$ cat src/rtl/trdb_pkg.sv
// Shared types and constants of the triangle rasterizer with depth buffer.
package trdb_pkg;

  localparam int DEPTH_W  = 24;
  localparam int ID_W     = 16;
  localparam int COORD_W  = 16;
  localparam int CNT_W    = 13;
  localparam int CFG_W    = 7;
  localparam int IDX_W    = 12;

  localparam int MAX_WIDTH_DEF  = 64;
  localparam int MAX_HEIGHT_DEF = 64;

  // Signed width of edge values and bounding box coordinates.
  localparam int EW = 36;
  localparam int BW = 14;
  // Unsigned width of the area and of edge values inside the triangle.
  localparam int UW = 34;
  localparam int NUM_W = UW + DEPTH_W + 2;

  localparam logic [DEPTH_W-1:0] DEPTH_MAX = '1;
  localparam logic [ID_W-1:0]    ID_BG     = '1;

  localparam logic [1:0] OP_DRAW  = 2'd0;
  localparam logic [1:0] OP_CLEAR = 2'd1;
  localparam logic [1:0] OP_READ  = 2'd2;

  localparam logic REG_FRAME_WIDTH  = 1'b0;
  localparam logic REG_FRAME_HEIGHT = 1'b1;

  typedef struct packed {
    logic [1:0]                operation;
    logic signed [COORD_W-1:0] vertex_a_x;
    logic signed [COORD_W-1:0] vertex_a_y;
    logic [DEPTH_W-1:0]        vertex_a_depth;
    logic signed [COORD_W-1:0] vertex_b_x;
    logic signed [COORD_W-1:0] vertex_b_y;
    logic [DEPTH_W-1:0]        vertex_b_depth;
    logic signed [COORD_W-1:0] vertex_c_x;
    logic signed [COORD_W-1:0] vertex_c_y;
    logic [DEPTH_W-1:0]        vertex_c_depth;
    logic [ID_W-1:0]           triangle_id;
    logic [IDX_W-1:0]          pixel_index;
  } in_item_t;

  typedef struct packed {
    logic [CNT_W-1:0]   pixels_written;
    logic [DEPTH_W-1:0] stored_depth;
    logic [ID_W-1:0]    stored_id;
  } out_item_t;

endpackage

$ cat src/rtl/trdb_div.sv
// Restoring divider, one quotient bit per cycle, for the depth interpolation.
module trdb_div (
  input  logic                         clk,
  input  logic                         rst_n,
  input  logic                         start,
  input  logic [trdb_pkg::NUM_W-1:0]   num,
  input  logic [trdb_pkg::UW-1:0]      den,
  output logic                         done,
  output logic [trdb_pkg::DEPTH_W-1:0] quot
);

  localparam int QW = trdb_pkg::DEPTH_W;
  localparam int UW = trdb_pkg::UW;

  logic [UW-1:0]          rem_r, rem_nxt;
  logic [QW-1:0]          low_r, low_nxt;
  logic [QW-1:0]          q_r, q_nxt;
  logic [$clog2(QW)-1:0]  cnt_r, cnt_nxt;
  logic                   run_r, run_nxt;
  logic                   done_r, done_nxt;
  logic [UW:0]            trial;
  logic                   ge;

  // The quotient is known to be below 2^QW, so the top bits start as the remainder.
  always_comb begin
    trial    = {rem_r, low_r[QW-1]};
    ge       = (trial >= {1'b0, den});
    rem_nxt  = rem_r;
    low_nxt  = low_r;
    q_nxt    = q_r;
    cnt_nxt  = cnt_r;
    run_nxt  = run_r;
    done_nxt = 1'b0;
    if (start) begin
      rem_nxt = num[QW +: UW];
      low_nxt = num[QW-1:0];
      q_nxt   = '0;
      cnt_nxt = '0;
      run_nxt = 1'b1;
    end else if (run_r) begin
      rem_nxt = ge ? UW'(trial - {1'b0, den}) : trial[UW-1:0];
      low_nxt = {low_r[QW-2:0], 1'b0};
      q_nxt   = {q_r[QW-2:0], ge};
      cnt_nxt = cnt_r + 1'b1;
      if (cnt_r == ($clog2(QW))'(QW - 1)) begin
        run_nxt  = 1'b0;
        done_nxt = 1'b1;
      end
    end
  end

  always_ff @(posedge clk) begin
    if (!rst_n) begin
      run_r  <= 1'b0;
      done_r <= 1'b0;
      cnt_r  <= '0;
    end else begin
      run_r  <= run_nxt;
      done_r <= done_nxt;
      cnt_r  <= cnt_nxt;
    end
  end

  always_ff @(posedge clk) begin
    rem_r <= rem_nxt;
    low_r <= low_nxt;
    q_r   <= q_nxt;
  end

  assign done = done_r;
  assign quot = q_r;

endmodule

$ cat config.mk
export PLATFORM = sky130hd
export DESIGN_NAME = trdb_div
export DESIGN_NICKNAME = d
export VERILOG_FILES = /design/src/rtl/trdb_pkg.sv /design/src/rtl/trdb_div.sv
export SDC_FILE = /design/constraint.sdc
export NUM_CORES = 1
export LEC_CHECK = 0
export ABC_AREA = 1
export BUFFER_PORTS_ARGS = -buffer_cell sky130_fd_sc_hd__buf_2
export CORE_MARGIN = 4
export CORE_UTILIZATION = 30
export DETAILED_ROUTE_END_ITERATION = 10
export PLACE_DENSITY = 0.5
export RECOVER_POWER = 100
export SYNTH_ARGS = -nofsm -noshare
export SYNTH_HDL_FRONTEND = slang
export SYNTH_SLANG_ARGS = --single-unit
$ cat constraint.sdc
create_clock -name clk -period 3.8 [get_ports clk]
set_input_delay 0.19 -clock clk [delete_from_list [all_inputs] [get_ports clk]]
set_output_delay 0.19 -clock clk [all_outputs]
set_load 0.01 [all_outputs]
## Yosys cells after proc, flatten, opt, wreduce, memory -nomap -nowiden

Cells that the tools add are included.

| operators by class | value |
|---|---|
| eq/ne operators | 1 |
| muxes and demuxes | 9 |
| add/sub/neg operators | 2 |
| reductions and logical operators | 3 |
| bitwise logic cells | 2 |
| magnitude comparators | 1 |

Operators with widths:

| kind | count |
|---|---|
| 34-bit 2-to-1 mux | 3 |
| 24-bit 2-to-1 mux | 2 |
| 35-bit by 34-bit >= comparator with 1-bit output | 1 |
| 34-bit subtractor | 1 |
| 5-bit by 1-bit adder with 5-bit output (second input constant) | 1 |
| 5-bit equality test (second input constant) | 1 |
| 1-bit 2-to-1 mux | 4 |
| 3-bit OR reduction | 1 |
| 1-bit inverter | 2 |
| 2-bit nonzero test | 1 |
| 2-bit OR reduction | 1 |

| word-level totals | value |
|---|---|
| logic and storage cells | 24 |
| input bits | 97 |
| bits in registers | 89 |
| output and inout port bits | 25 |

## Depth between registers and ports, before layout

Gate-level depths: netlist of run 1.

| depth | value |
|---|---|
| word-level depth | 4 |
| depth in mapped cells | 17 |
| gate-level depth less buffers | 17 |

## Least setup slack after synthesis of run 1

No wires, ideal clock.

| timing path | value |
|---|---|
| path type | register to register |
| start point | register run_r |
| end point | register low_r[0] (enable) |
| path slack | 0.894 ns |
| cell stages (with the launch flop) | 5 |
| arrival time | 2.461 ns |
| library setup time | 0.445 ns |
| path buffers | 2 |
| required time | 3.355 ns |
| period minus slack after synthesis | 2.906 ns |
| path through | dfxtp_1 > buf_2 > nor2_1 > inv_1 > clkbuf_1 |

| on the way | value |
|---|---|
| word-level cells in the longest chain between the ends | 1 |

RTL lines:

| item | RTL line | RTL |
|---|---|---|
| from (decl) | trdb_div.sv:19 | `logic run_r, run_nxt;` |
| from (signal assigned) | trdb_div.sv:58 | `run_r <= run_nxt;` |
| 2-bit nonzero test (no line) | -- |  |
| to (signal assigned) | trdb_div.sv:66 | `low_r <= low_nxt;` |
| to (decl) | trdb_div.sv:16 | `logic [QW-1:0] low_r, low_nxt;` |

Every way passes these cells.
A chain may end at the register's enable or synchronous reset.

## Final worst setup path of run 1

| timing path | value |
|---|---|
| start point | register rem_r[1] |
| end point | register rem_r[29] (data pin) |

| on the way | value |
|---|---|
| word-level cells in the longest chain between the ends | 4 |
| elaborated cells on any way between the ends | 5 |
| those cells by class | add/sub: 1; order compare: 1; mux: 3 |

RTL lines:

| item | RTL line | RTL |
|---|---|---|
| from (decl) | trdb_div.sv:15 | `logic [UW-1:0] rem_r, rem_nxt;` |
| from (signal assigned) | trdb_div.sv:65 | `rem_r <= rem_nxt;` |
| 34-bit subtractor or 35-bit by 34-bit >= comparator with 1-bit output (tied branches) | trdb_div.sv:41, trdb_div.sv:27 |  |
| 34-bit 2-to-1 mux (*) | trdb_div.sv:41 | `rem_nxt = ge ? UW'(trial - {1'b0, den}) : trial[UW-1:0];` |
| 34-bit 2-to-1 mux (*) | trdb_div.sv:40 | `end else if (run_r) begin` |
| 34-bit 2-to-1 mux (*) | trdb_div.sv:34 | `if (start) begin` |
| net rem_nxt[29] | trdb_div.sv:15 |  |

The timed path passes the listed nets; every way through them passes the cells marked *. The select of a mux whose other input is x is not followed.

==> results.py, run 1 <==
metrics = {
    "worst_setup_path": {
        "path_cells": "ha_1, nand2_1, nand3_1, nand2_1, nand3_2, nand2_1, nand2_2, nand2_2, nand2_8, nand2_1, nand3_2, nand2_1",
        "rrSetupSlack_ns": 0.83,
        "critPathMaxFanout": 35,
        "endpoint_kind": "flop",
        "critPathRequiredTime_ns": 4.01,
        "r2r-start": "rem_r[1]$_DFFE_PP_",
        "path_class": "flop to flop",
        "r2r-end": "rem_r[29]$_DFFE_PP_",
        "crit_path_top_delay_cell": "nand2_2",
        "cpMostUsedCell": "nand2_1",
        "crit_arrival_ns": 3.18,
        "start_kind": "flop",
        "slowest_delay_ns": 0.63,
        "ff2ff_path_depth": 12,
    },
    "global_routing": {
        "grt_antenna_before_repair": 2,
        "grt_usage_pct": 14.5,
        "grt_pass1_wl_mm": 31.0,
        "grt_max_degree": 68,
        "grt.overflow.total": 0,
        "grt_pass1_vias": 6286,
    },
    "layout": {
        "regArea_mm2": 0.00236,
        "fin_nets": 1248,
        "fillers": 2645,
        "post-route-util_pct": 35.4,
        "drive_gt1_share_pct": 16.3,
        "syn_to_final_growth_pct": 14.6,
        "multiInputGateArea_mm2": 0.00373,
    },
    "pwr": {
        "finalPower_w": 0.00371,
        "ir_drop_v": 0.000204,
        "powerDensity_mw_per_mm2": 459,
        "p_leak_nw": 4.16,
    },
    "yosys": {
        "syn_nets": 1141,
        "netlist.top_cell.by_area": "edfxtp_1",
        "synth-seq-cells": 89,
        "synth_edf_count": 58,
        "ys_async_sr_fraction_pct": 0,
        "synth_top_cell_area_share_pct": 24.7,
        "ys.flop_type": "edfxtp_1",
        "seq_area_frac_synth_pct": 33.5,
        "synth_commonest_cells": "376 x nand2_1, 178 x inv_1, 58 x edfxtp_1",
        "synthTopCellsByArea": "edfxtp_1 25%, nand2_1 20%, inv_1 9.5%",
        "syn_area_mm2": 0.00705,
        "syn_inst": 1008,
        "synth.avg_cell_area_um2": 6.99,
        "synth.distinct_cells": 44,
        "ys_warn_count": 0,
        "yosysMostFrequentCell": "nand2_1",
    },
    "min_path": {
        "min_from": "rst_n",
        "hold_depth": 3,
        "hold_end": "run_r$_SDFF_PN0_",
        "worst_hold_path_type": "input pin to flop",
    },
    "floorplan": {
        "die_h_um": 161,
        "io_pins": 122,
        "die_w_um": 161,
        "core_area_mm2": 0.0228,
        "start_util_pct": 30.9,
        "die_area_mm2": 0.0260,
        "rows": 55,
    },
    "sta": {
        "relSlewSlack_pct": -17.6,
        "rsz0062_at_grt": "false",
        "worstMarginPinSlew_ns": 1.76,
        "fin_tns_setup_ns": 0,
        "finalCritPeriodShare_pct": 78.2,
        "fin_crit_ns": 2.97,
        "fin_ws_ns": 0.828,
        "hold_viol": 0,
        "holdWs_ns": 0.0872,
        "fmax_ghz": 0.337,
        "fin_skew_ns": 0.0117,
        "finalSetupViolations": 0,
        "slew_violations": 168,
    },
    "routing": {
        "vias": 6226,
        "detail_route.wirelength_mm": 18.5,
        "highest-signal-layer": "met5",
        "met2WireLength_mm": 8.18,
        "met1Wirelength_mm": 8.91,
        "wire_per_inst_um": 12.9,
        "viasPerCell": 4.34,
        "drt-initial-drc-count": 222,
        "first_pass_iters": 5,
        "drc": 0,
        "ant_nets": 0,
        "wl_met3_mm": 1.17,
    },
    "placement": {
        "pre_cts_slack_ns": 1.07,
        "dpl.hpwl_mm": 14.1,
        "numPortBuffers": 119,
        "finalWeightedCongestion": 0.854,
    },
    "run_status": {
        "outcome": "complete, but fails checks",
        "violations": "max-capacitance violations, max-slew violations",
    },
    "clocking": {
        "cts_resized": 0,
        "path_clk_slew_ns": 0.08,
        "cts-htree-levels": 3,
        "cts_hold_buf": 0,
        "cts_made_buffers": 9,
        "clockRootBuffer": "clkbuf_16",
        "cts_tree": "done",
        "clock_latency_ns": 0.35,
        "cts_setup_buffers": 0,
        "cts.sinks": 89,
        "cts_buffer_depth": 2,
    },
    "job": {
        "max_cap_violations": 3,
    },
}
per-layer routing:
metal | vias to the layer above | GRT usage [%]
li1 | 3361 | -
met1 | 2700 | 19.2
met2 | 141 | 23.7
met3 | 20 | 3.78
met4 | 4 | 3.33
met5 | - | 0
worst max path at each step:
stage	end	startpoint	slack [ns]
floorplan	low_r[0]$_SDFFCE_PN0P_	run_r$_SDFF_PN0_	0.89
global placement	rem_r[18]$_DFFE_PP_	rem_r[1]$_DFFE_PP_	1.09
detailed placement	rem_r[19]$_DFFE_PP_	rem_r[1]$_DFFE_PP_	1.07
CTS	rem_r[19]$_DFFE_PP_	rem_r[1]$_DFFE_PP_	1.04
global route	rem_r[1]$_DFFE_PP_	rem_r[4]$_DFFE_PP_	0.50
finish	rem_r[29]$_DFFE_PP_	rem_r[1]$_DFFE_PP_	0.83
logic make-up after synthesis:
group,share of synthesized area (%)
buffers and inverters,12.5
AND/OR/NAND/NOR,39.7
AO/OA/AOI/OAI,5.52
adder cells (fa/ha/maj),6.50
XOR/XNOR,2.24
flip-flops,33.5
per-stage QoR:
stage	area, um2	instances
finish	8080	1435
global route	8080	1433
CTS	8200	1433
detailed placement	7890	1417
global placement	7890	1417
floorplan	7050	1008
registers in the layout, summed over array words and instances (netlist names):
register and count:
run_r 1, cnt_r 5, low_r 24, quot 24, done 1, rem_r 34
critical path, delay by kind of cell, from the launching register on:
family,cells,cell delay [ns]
fa+ha+maj,1,0.36
simple gates,11,2.07
flops,1,0.38
placed cells by master, fill, tap and decap left out, types with 2 or more instances in the layout:
| master | count |
|---|---|
| o21ai_2 | 2 |
| xor2_1 | 2 |
| a21oi_1 | 24 |
| nand2_2 | 19 |
| xnor2_1 | 16 |
| nor3_2 | 2 |
| nor2_2 | 6 |
| clkbuf_16 | 9 |
| buf_2 | 93 |
| clkinv_8 | 2 |
| inv_2 | 6 |
| clkinv_4 | 2 |
| ha_1 | 35 |
| nand4_1 | 5 |
| nor2_1 | 43 |
| inv_1 | 178 |
| o21ai_0 | 7 |
| o21bai_1 | 3 |
| a21oi_2 | 2 |
| nand3_2 | 29 |
| nand2_1 | 402 |
| o22ai_1 | 22 |
| dfxtp_1 | 31 |
| nand3b_1 | 41 |
| clkbuf_1 | 27 |
| nand3_1 | 30 |
| diode_2 | 2 |
| edfxtp_1 | 58 |
| nor3_1 | 6 |
| clkbuf_2 | 2 |
final cells by class:
| class | count | share of cell area, % |
|---|---|---|
| multi-input cells | 707 | 46.2 |
| flip-flops and latches | 89 | 29.2 |
| inverters | 185 | 8.59 |
| repair buffers | 123 | 7.23 |
| well taps | 313 | 4.85 |
| clock buffers | 9 | 2.79 |
| clock inverters | 7 | 1.07 |
| diodes | 2 | 0.0619 |
power breakdown:
group | total (W) | switching (W) | leakage [nW] | internal, W
clock | 0.000950 | 0.000475 | 0.151 | 0.000475
combinational | 0.00154 | 0.000973 | 3.17 | 0.000564
sequential | 0.00122 | 0.0000496 | 0.843 | 0.00117
total | 0.00371 | 0.00150 | 4.16 | 0.00221
Note: power is estimated with default switching activity, not from simulation.
==> run 2, diff against run 1 <==
--- a/config.mk
+++ b/config.mk
@@ -5,12 +5,12 @@
 export SDC_FILE = /design/constraint.sdc
 export NUM_CORES = 1
 export LEC_CHECK = 0
-export ABC_AREA = 1
+export ABC_AREA = 0
 export BUFFER_PORTS_ARGS = -buffer_cell sky130_fd_sc_hd__buf_2
 export CORE_MARGIN = 4
 export CORE_UTILIZATION = 30
 export DETAILED_ROUTE_END_ITERATION = 10
-export PLACE_DENSITY = 0.5
+export PLACE_DENSITY = 0.53
 export RECOVER_POWER = 100
 export SYNTH_ARGS = -nofsm -noshare
 export SYNTH_HDL_FRONTEND = slang
==> constraint.sdc (replaced) <==
create_clock -name clk -period 2.72 [get_ports clk]
set_input_delay 0.136 -clock clk [delete_from_list [all_inputs] [get_ports clk]]
set_output_delay 0.136 -clock clk [all_outputs]
set_load 0.01 [all_outputs]
==> run 2 against run 1 <==
Cell area grew 11%. Total power is 86% higher. Cell count fell by 21%. The run ends with max-capacitance violations, max-slew violations, negative setup slack left. Via count down 14%. Highest routed layer unchanged. Clock power grew 38%. Register-to-register slack got worse by 1.1 ns. Global-route usage rose by 0.58 points. Worst hold slack got worse by 0.017 ns. Largest cell class unchanged.
==> results.py, run 2 <==
metrics = {
    "sta": {
        "fin_ws_ns": -0.293,
        "finalSetupViolations": 34,
        "fmax_ghz": 0.332,
        "hold_viol": 0,
        "relSlewSlack_pct": -3.56,
        "finalCritPeriodShare_pct": 111,
        "worstMarginPinSlew_ns": 1.55,
        "fin_tns_setup_ns": -6.57,
        "holdWs_ns": 0.0698,
        "rsz0062_at_grt": "true",
        "fin_skew_ns": 0.00927,
        "fin_crit_ns": 3.01,
        "slew_violations": 20,
    },
    "layout": {
        "stdcell_count": 1136,
        "final_cell_mix": "135 x buf_4, 94 x buf_2, 59 x nor2_1, 58 x edfxtp_1, 43 x inv_1",
        "largest_reg_flops": 34,
        "drive_gt1_share_pct": 45.6,
        "syn_to_final_growth_pct": 49.2,
        "final_common_cell": "buf_4",
        "num_antenna_cells": 0,
        "post-route-util_pct": 45.7,
        "fin_area_mm2": 0.00896,
        "largest_register": "rem_r",
        "fillers": 1956,
        "fin_nets": 999,
    },
    "global_routing": {
        "grt_usage_pct": 15.1,
        "grt_max_degree": 46,
        "grt_pass1_vias": 5324,
        "grt_antenna_before_repair": 3,
        "grt.overflow.total": 0,
        "grt_pass1_wl_mm": 26.9,
    },
    "worst_setup_path": {
        "r2r-start": "rem_r[23]$_DFFE_PP_",
        "critPathRequiredTime_ns": 2.83,
        "r2r-end": "rem_r[9]$_DFFE_PP_",
        "path_class": "flop to flop",
        "setup.worst_path.start": "rem_r[23]$_DFFE_PP_",
        "crit_arrival_ns": 3.12,
        "critPathMaxFanout": 8,
        "endpoint_kind": "flop",
        "start_kind": "flop",
        "rrSetupSlack_ns": -0.29,
        "cp-endpoint": "rem_r[9]$_DFFE_PP_",
        "ff2ff_path_depth": 10,
    },
    "floorplan": {
        "die_w_um": 149,
        "core_area_mm2": 0.0196,
        "die_h_um": 149,
        "io_pins": 122,
        "start_util_pct": 30.7,
        "rows": 51,
        "die_area_mm2": 0.0223,
    },
    "yosys": {
        "synth.avg_cell_area_um2": 9.80,
        "ys.flop_type": "edfxtp_1",
        "syn_area_mm2": 0.00600,
        "synth_top_cell_area_share_pct": 29.0,
        "ys_warn_count": 0,
        "synth_edf_count": 58,
        "ys_async_sr_fraction_pct": 0,
        "syn_nets": 746,
        "synthTopCellsByArea": "edfxtp_1 29%, dfxtp_1 10%, mux2_2 8.6%",
        "synth_commonest_cells": "60 x nor2_1, 58 x edfxtp_1, 46 x mux2_2",
        "yosysMostFrequentCell": "nor2_1",
        "syn_inst": 613,
        "netlist.top_cell.by_area": "edfxtp_1",
        "seq_area_frac_synth_pct": 39.3,
        "synth.distinct_cells": 52,
        "synth-seq-cells": 89,
    },
    "routing": {
        "drt-initial-drc-count": 253,
        "ant_nets": 0,
        "vias": 5324,
        "detail_route.wirelength_mm": 16.9,
        "viasPerCell": 4.69,
        "wire_per_inst_um": 14.9,
        "drc": 0,
        "first_pass_iters": 4,
    },
    "placement": {
        "dp.cells": 1090,
        "numPortBuffers": 119,
        "finalWeightedCongestion": 0.798,
        "place_area_mm2": 0.00775,
        "dpl.hpwl_mm": 12.3,
    },
    "clocking": {
        "cts_buffer_depth": 2,
        "clock_latency_ns": 0.35,
        "cts.sinks": 89,
        "path_clk_slew_ns": 0.08,
        "clockRootBuffer": "clkbuf_16",
        "cts_made_buffers": 9,
        "cts_tree": "done",
        "cts-htree-levels": 3,
    },
    "run_status": {
        "outcome": "complete, but fails checks",
        "violations": "max-capacitance violations, max-slew violations, negative setup slack",
    },
    "pwr": {
        "powerDensity_mw_per_mm2": 769,
        "p_leak_nw": 3.90,
        "ir_drop_v": 0.000369,
    },
    "job": {
        "max_cap_violations": 2,
    },
    "min_path": {
        "worst_hold_path_type": "input pin to flop",
        "hold_depth": 2,
    },
}
[run 2: changes by cell type after synthesis, sizes merged, moves of 10 or more]
cell,delta
nor2,+10
clkbuf,+10
inv,-140
o21ai,+19
o22ai,-22
mux2i,+29
a21o,+16
nand3b,-40
nand2,-388
nand3,-55
mux2,+56
a21oi,+18
[run 2: area by class of cell]
cell class,instances,area (um2),share of cell area [%]
Clock buffer,9,225,2.51
Clock inverter,7,81.3,0.908
Inverter,44,165,1.84
Multi-Input combinational cell,450,3980,44.4
Sequential cell,89,2360,26.4
Tap cell,265,332,3.70
Timing Repair Buffer,272,1810,20.2
[run 2: per-layer routing]
layer	vias up	GRT usage (%)	routed length (um)
met5	-	0	34
li1	2736	-	-
met2	99	24.9	8170
met1	2460	19.7	7700
met4	6	3.98	229
met3	23	3.69	792
[run 2: worst max-delay path, stage by stage, from the launching register on]
cell	delay (ns)
edfxtp_1	0.43
ha_4	0.26
a21o_1	0.15
a21o_1	0.16
a21oi_2	0.14
o21ai_1	0.10
a2111o_1	0.39
or3_4	0.40
buf_12	0.18
mux2_4	0.29
mux2_2	0.27
[run 2: how the worst min path moves through the flow]
stage | start | endpoint
final | num[0] | low_r[0]$_SDFFCE_PN0P_
after global routing | num[0] | low_r[0]$_SDFFCE_PN0P_
after CTS | num[0] | low_r[0]$_SDFFCE_PN0P_
after detailed placement | rst_n | run_r$_SDFF_PN0_
after global placement | rst_n | run_r$_SDFF_PN0_
after floorplan | rst_n | run_r$_SDFF_PN0_
[run 2: through the flow]
| step | worst slack, ns | total power (W) |
|---|---|---|
| after floorplan | -0.400 | 0.00364 |
| after global placement | -0.411 | 0.00482 |
| after detailed placement | -0.506 | 0.00483 |
| after CTS | -0.295 | 0.00669 |
| after global routing | -0.369 | 0.00737 |
| final | -0.293 | 0.00689 |
[run 2: where the power goes]
part / switching [W] / internal, W / leakage, nW
Sequential: 0.000130 / 0.00170 / 0.834
Clock: 0.000648 / 0.000661 / 0.150
Combinational: 0.00163 / 0.00211 / 2.92
Total: 0.00241 / 0.00448 / 3.90
[run 2: timing repair]
| item | CTS | global route |
|---|---|---|
| endpoints found under the hold margin | 1 | 0 |
| gates cloned | 2 | 0 |
| hold buffers | 1 | 0 |
| gates resized for setup | 96 | 38 |
| setup buffers | 17 | 12 |
| pin swaps | 29 | 19 |
| setup endpoints to repair | 34 | 35 |
[run 2: cells by family (layout without fill, tap and decap cells)]
group,count (synthesis),in the layout,share of synthesized area (%)
and+or+nand+nor,165,165,13.3
AOI/OAI and AO/OA,137,137,14.6
DFF,89,89,39.3
muxes,85,85,16.0
buffers and inverters,74,332,5.21
adders and majority gates,36,36,7.63
xor gates and xnor gates,27,27,3.94
